File: config.mk
export PLATFORM = sky130hd
export DESIGN_NAME = dmc_ctrl
export DESIGN_NICKNAME = d
export VERILOG_FILES = /design/src/dmc_pkg.sv /design/src/dmc_ctrl.sv
export SDC_FILE = /design/constraint.sdc
export NUM_CORES = 1
export LEC_CHECK = 0
export ABC_AREA = 0
export BUFFER_PORTS_ARGS = -buffer_cell sky130_fd_sc_hd__buf_2
export CAP_MARGIN = 10
export CELL_PAD_IN_SITES_DETAIL_PLACEMENT = 0
export CELL_PAD_IN_SITES_GLOBAL_PLACEMENT = 1
export CORE_AREA = 2 2 39 41
export CTS_BUF_LIST = sky130_fd_sc_hd__clkbuf_2 sky130_fd_sc_hd__clkbuf_4 sky130_fd_sc_hd__clkbuf_8
export CTS_CLUSTER_DIAMETER = 60
export DETAILED_ROUTE_END_ITERATION = 10
export DIE_AREA = 0 0 41 43
export PLACE_DENSITY = 0.37
export SLEW_MARGIN = 20
export SYNTH_ARGS = -nofsm -noshare
export SYNTH_HDL_FRONTEND = slang
export SYNTH_SLANG_ARGS = --single-unit
File: constraint.sdc
create_clock -name aclk -period 1.8 [get_ports aclk]
set_input_delay 0.09 -clock aclk [delete_from_list [all_inputs] [get_ports aclk]]
set_output_delay 0.09 -clock aclk [all_outputs]
set_load 0.05 [all_outputs]
File: src/dmc_pkg.sv
`timescale 1ns / 1ps
`default_nettype none
// ----------------------------------------------------------------------------
// dmc_pkg
// Shared types and constants for the direct-mapped MSI cache core.
// ----------------------------------------------------------------------------
package dmc_pkg;

    localparam int DMC_INDEX_BITS  = 12;
    localparam int DMC_OFFSET_BITS = 2;
    localparam int DMC_ADDR_W      = 32;
    localparam int DMC_DATA_W      = 32;
    localparam int DMC_REQ_W       = 3;
    localparam int DMC_STATUS_W    = 2;
    localparam int DMC_MSI_W       = 3;

    typedef enum logic [DMC_REQ_W-1:0] {
        REQ_READ      = 3'd0,
        REQ_WRITE     = 3'd1,
        REQ_FILL_RD   = 3'd2,
        REQ_FILL_WR   = 3'd3,
        REQ_GET_STATE = 3'd4,
        REQ_SET_STATE = 3'd5
    } dmc_req_t;

    typedef enum logic [DMC_STATUS_W-1:0] {
        STATUS_MISS     = 2'd0,
        STATUS_HIT      = 2'd1,
        STATUS_UPGRADE  = 2'd2,
        STATUS_ADDR_ERR = 2'd3
    } dmc_status_t;

    typedef enum logic [1:0] {
        S_CLEAR = 2'd0,
        S_IDLE  = 2'd1,
        S_EXEC  = 2'd2
    } dmc_state_t;

    // Controller to datapath
    typedef struct packed {
        logic capture;
        logic execute;
        logic clear_step;
    } dmc_cmd_t;

    // Datapath to controller
    typedef struct packed {
        logic clear_last;
    } dmc_sts_t;

endpackage : dmc_pkg
`default_nettype wire

File: src/dmc_ctrl.sv
`timescale 1ns / 1ps
`default_nettype none
// ----------------------------------------------------------------------------
// dmc_ctrl
// Sequencer: clearing pass after reset, then lookup and update per request,
// and the result beat's valid flag.
// ----------------------------------------------------------------------------
module dmc_ctrl (
    input  wire logic              aclk,
    input  wire logic              aresetn,
    input  wire logic              s_valid,
    output logic                   s_ready,
    output logic                   m_valid,
    input  wire logic              m_ready,
    output dmc_pkg::dmc_cmd_t      cmd,
    input  wire dmc_pkg::dmc_sts_t sts
);
    import dmc_pkg::*;

    dmc_state_t state_reg, state_next;
    logic       m_valid_reg, m_valid_next;

    always_ff @(posedge aclk) begin
        if (!aresetn) begin
            state_reg   <= S_CLEAR;
            m_valid_reg <= 1'b0;
        end else begin
            state_reg   <= state_next;
            m_valid_reg <= m_valid_next;
        end
    end

    always_comb begin
        state_next = state_reg;
        s_ready    = 1'b0;
        cmd        = '0;
        case (state_reg)
            S_CLEAR: begin
                cmd.clear_step = 1'b1;
                if (sts.clear_last) begin
                    state_next = S_IDLE;
                end
            end
            S_IDLE: begin
                s_ready = 1'b1;
                if (s_valid) begin
                    cmd.capture = 1'b1;
                    state_next  = S_EXEC;
                end
            end
            S_EXEC: begin
                // hold until the output register is free
                if (!m_valid_reg || m_ready) begin
                    cmd.execute = 1'b1;
                    state_next  = S_IDLE;
                end
            end
            default: begin
                state_next = S_CLEAR;
            end
        endcase
        m_valid_next = cmd.execute ? 1'b1 : (m_ready ? 1'b0 : m_valid_reg);
    end

    assign m_valid = m_valid_reg;

`ifndef SYNTHESIS
    a_exec_room: assert property (@(posedge aclk) disable iff (!aresetn)
        cmd.execute |-> (!m_valid_reg || m_ready))
        else $error("update overwrote an untaken result beat");
    a_exec_valid: assert property (@(posedge aclk) disable iff (!aresetn)
        cmd.execute |=> m_valid)
        else $error("update gave no result beat");
    a_one_in_flight: assert property (@(posedge aclk) disable iff (!aresetn)
        cmd.capture |=> (!s_ready && state_reg == S_EXEC))
        else $error("second request taken while one is in flight");
    a_clear_quiet: assert property (@(posedge aclk) disable iff (!aresetn)
        (state_reg == S_CLEAR) |-> (!s_ready && !m_valid))
        else $error("handshake active during clearing pass");
`endif

endmodule : dmc_ctrl
`default_nettype wire

==> results.md <==
* Largest register FFs at 2
* CTS Root Cell: clkbuf_4
* Clk pin slew, worst setup/hold paths at roughly 30 ps
* Post-CTS resize count at 0
* Nets at 36
* DR DRC count at 0
* Port-buffer cells at 9
* Row Count at 14
* Worst-margin pin slew at between 200 and 300 ps
* Num CTS Buffers at 3
* Register cell area after layout at around 60 um2
* Yosys reg bits at 3
* Die Y at around 43 um
* Routed wire length at 359 um
* Maximum number of pins on one net before global-route repair at 9
* Hold Slack at 103.6 ps
* Clock latency on the worst-skew pair at 220 ps
* Vias per cell at 3.543
* Final hold violation count at 0
* Critical Path End Type: output pin
* Pwr Density at 975.5 nW/um2
* Clock sinks at 3
* Final period utilization at 67.08%
* Relative slew slack at between 80% and 90%
* Final slew viol count at 0
* Area growth, synth to finish at 49.65%
* Filler cells at 163
* # diodes at 0
* Post-Syn Area at 176.4 um2
* Setup TNS at 0 ps
* Layout Cells excl Fill at 46
* Die Wd at 41 um
* Min-Delay Path Class: in -> reg
* Ratio of cells with drive above 1 in the final layout at 50.00%
* Io pins at 10
* Hold_buf cts at 0
* Detail Route Antenna Nets at 0
* Max-Cap Viols at 0
* Setup-failing EPs final at 0
* Via count at between 150 and 200
* Power, Total at 0.2575 mW
* H-tree levels at 1
* Fmax at 828.2 MHz
* Seq/Total Area, Yosys at 34.04%
* HPWL Detailed at just over 300 um
* Skew final at roughly 0.43 ps
* Total gr overflow at 0
* Syn Inst Count at 18
* YS warnings at 0
* Core Area at around 1400 um2
* Critical Path AT at 1120 ps
* DRT Pass-1 Iters at 4
* Mean Syn Cell Area at 9.801 um2
* Max IR drop VDD at 0.2086 mV
* Commonest non-fill, non-tap cell in the layout: buf_2
* Max clock buf depth at 2
* Tmin final at between 1000 and 1500 ps
* Count of cell types in the netlist at 13
* Initial Utilization at 12.75%
* Multi-input gate area at 105.1 um2
* Startpoint Class: flip-flop
* Global-route wire length before repair at 614 um
* Initial drt markers at 4
* Status: completed
* RSZ-0062 raised after global routing: false
* Syn Nets at 23
* Setup Crit Path Kind: reg -> out
* Commonest cells after routing, fill and taps aside: 9 x buf_2, 4 x clkbuf_4, 3 x dfxtp_1
* Pleak at 0.1346 nW
* CTS tree: built
* GPL Wtd Cong at 0.6487
* Initial antenna violation count at 0
* WL per Instance at 7.804 um
* CP max FO at 7
* Vias in the first global route at 159
* Die Footprint at 1763 um2
* Post-Place Cells at 42
* Post CTS Setup Buffer Count at 0
* Total track usage at ~5.7%
* Critical Path RT at 1710 ps
[cells in the mapped netlist, drive strengths merged]
| library cell | number | share of area [%] |
|---|---|---|
| a21oi | 1 | 2.8 |
| and2b | 1 | 5.0 |
| and3b | 2 | 9.9 |
| and4bb | 1 | 7.1 |
| buf | 1 | 4.3 |
| dfxtp | 3 | 34 |
| inv | 1 | 2.1 |
| nand2b | 2 | 7.1 |
| nand4bb | 1 | 6.4 |
| nor2 | 2 | 4.3 |
| nor2b | 1 | 3.5 |
| o21a | 1 | 4.3 |
| o41ai | 1 | 9.2 |
[cell type report]
cell class              instances  area share, %
multi-input cells              13          39.81
flip-flops and latches          3          22.75
repair buffers                  9          17.06
clock buffers                   4          11.37
well taps                      16          7.583
inverters                       1          1.422
[worst paths after layout]
check,startpoint,to,slack (ps),depth (start not counted)
setup / recovery,state_reg[0]$_SDFFE_PN0P_,cmd[1],590,3
hold / removal,aresetn,state_reg[1]$_SDFFE_PN0P_,100,2
setup reg to reg,state_reg[1]$_SDFFE_PN0P_,state_reg[1]$_SDFFE_PN0P_,880,2
hold reg to reg,m_valid$_SDFFE_PN0P_,m_valid$_SDFFE_PN0P_,510,2
[critical path, cell delays in order (launching register included)]
cell,delay [ps]
dfxtp_1,350
nand2b_1,180
nor2b_1,100
buf_2,260
[cells by family (layout without fill, tap and decap cells)]
| kind of cell | after synthesis | in the layout | share of synthesized area [%] |
|---|---|---|---|
| AND/OR/NAND/NOR | 10 | 10 | 43.27 |
| AO/OA/AOI/OAI | 3 | 3 | 16.31 |
| flip-flops | 3 | 3 | 34.04 |
| buffers and inverters | 2 | 14 | 6.383 |
[power breakdown]
part / switching, mW / total [mW] / internal [mW]
sequential: 0.00550 / 0.0762 / 0.0707
clock: 0.0289 / 0.127 / 0.0977
combinational: 0.0369 / 0.0547 / 0.0178
[per-stage QoR]
stage | util (%) | cell area, um2 | worst slack, ps
after floorplan | - | 176.4 | 643.9
after global placement | 16.91 | 234.0 | 811.0
after detailed placement | 16.91 | 234.0 | 822.7
after CTS | 19.08 | 264.0 | 575.8
after global routing | 19.08 | 264.0 | 497.6
final | 19.08 | 264.0 | 592.6
[per-layer routing]
metal	global-route usage [%]	wire length (um)	vias up
li1	-	-	86
met1	4.839	124	73
met2	8.438	194	4
met3	4.712	40	0
met4	4.000	0	0
met5	0	0	-
Power figures use the tool's default switching activity.
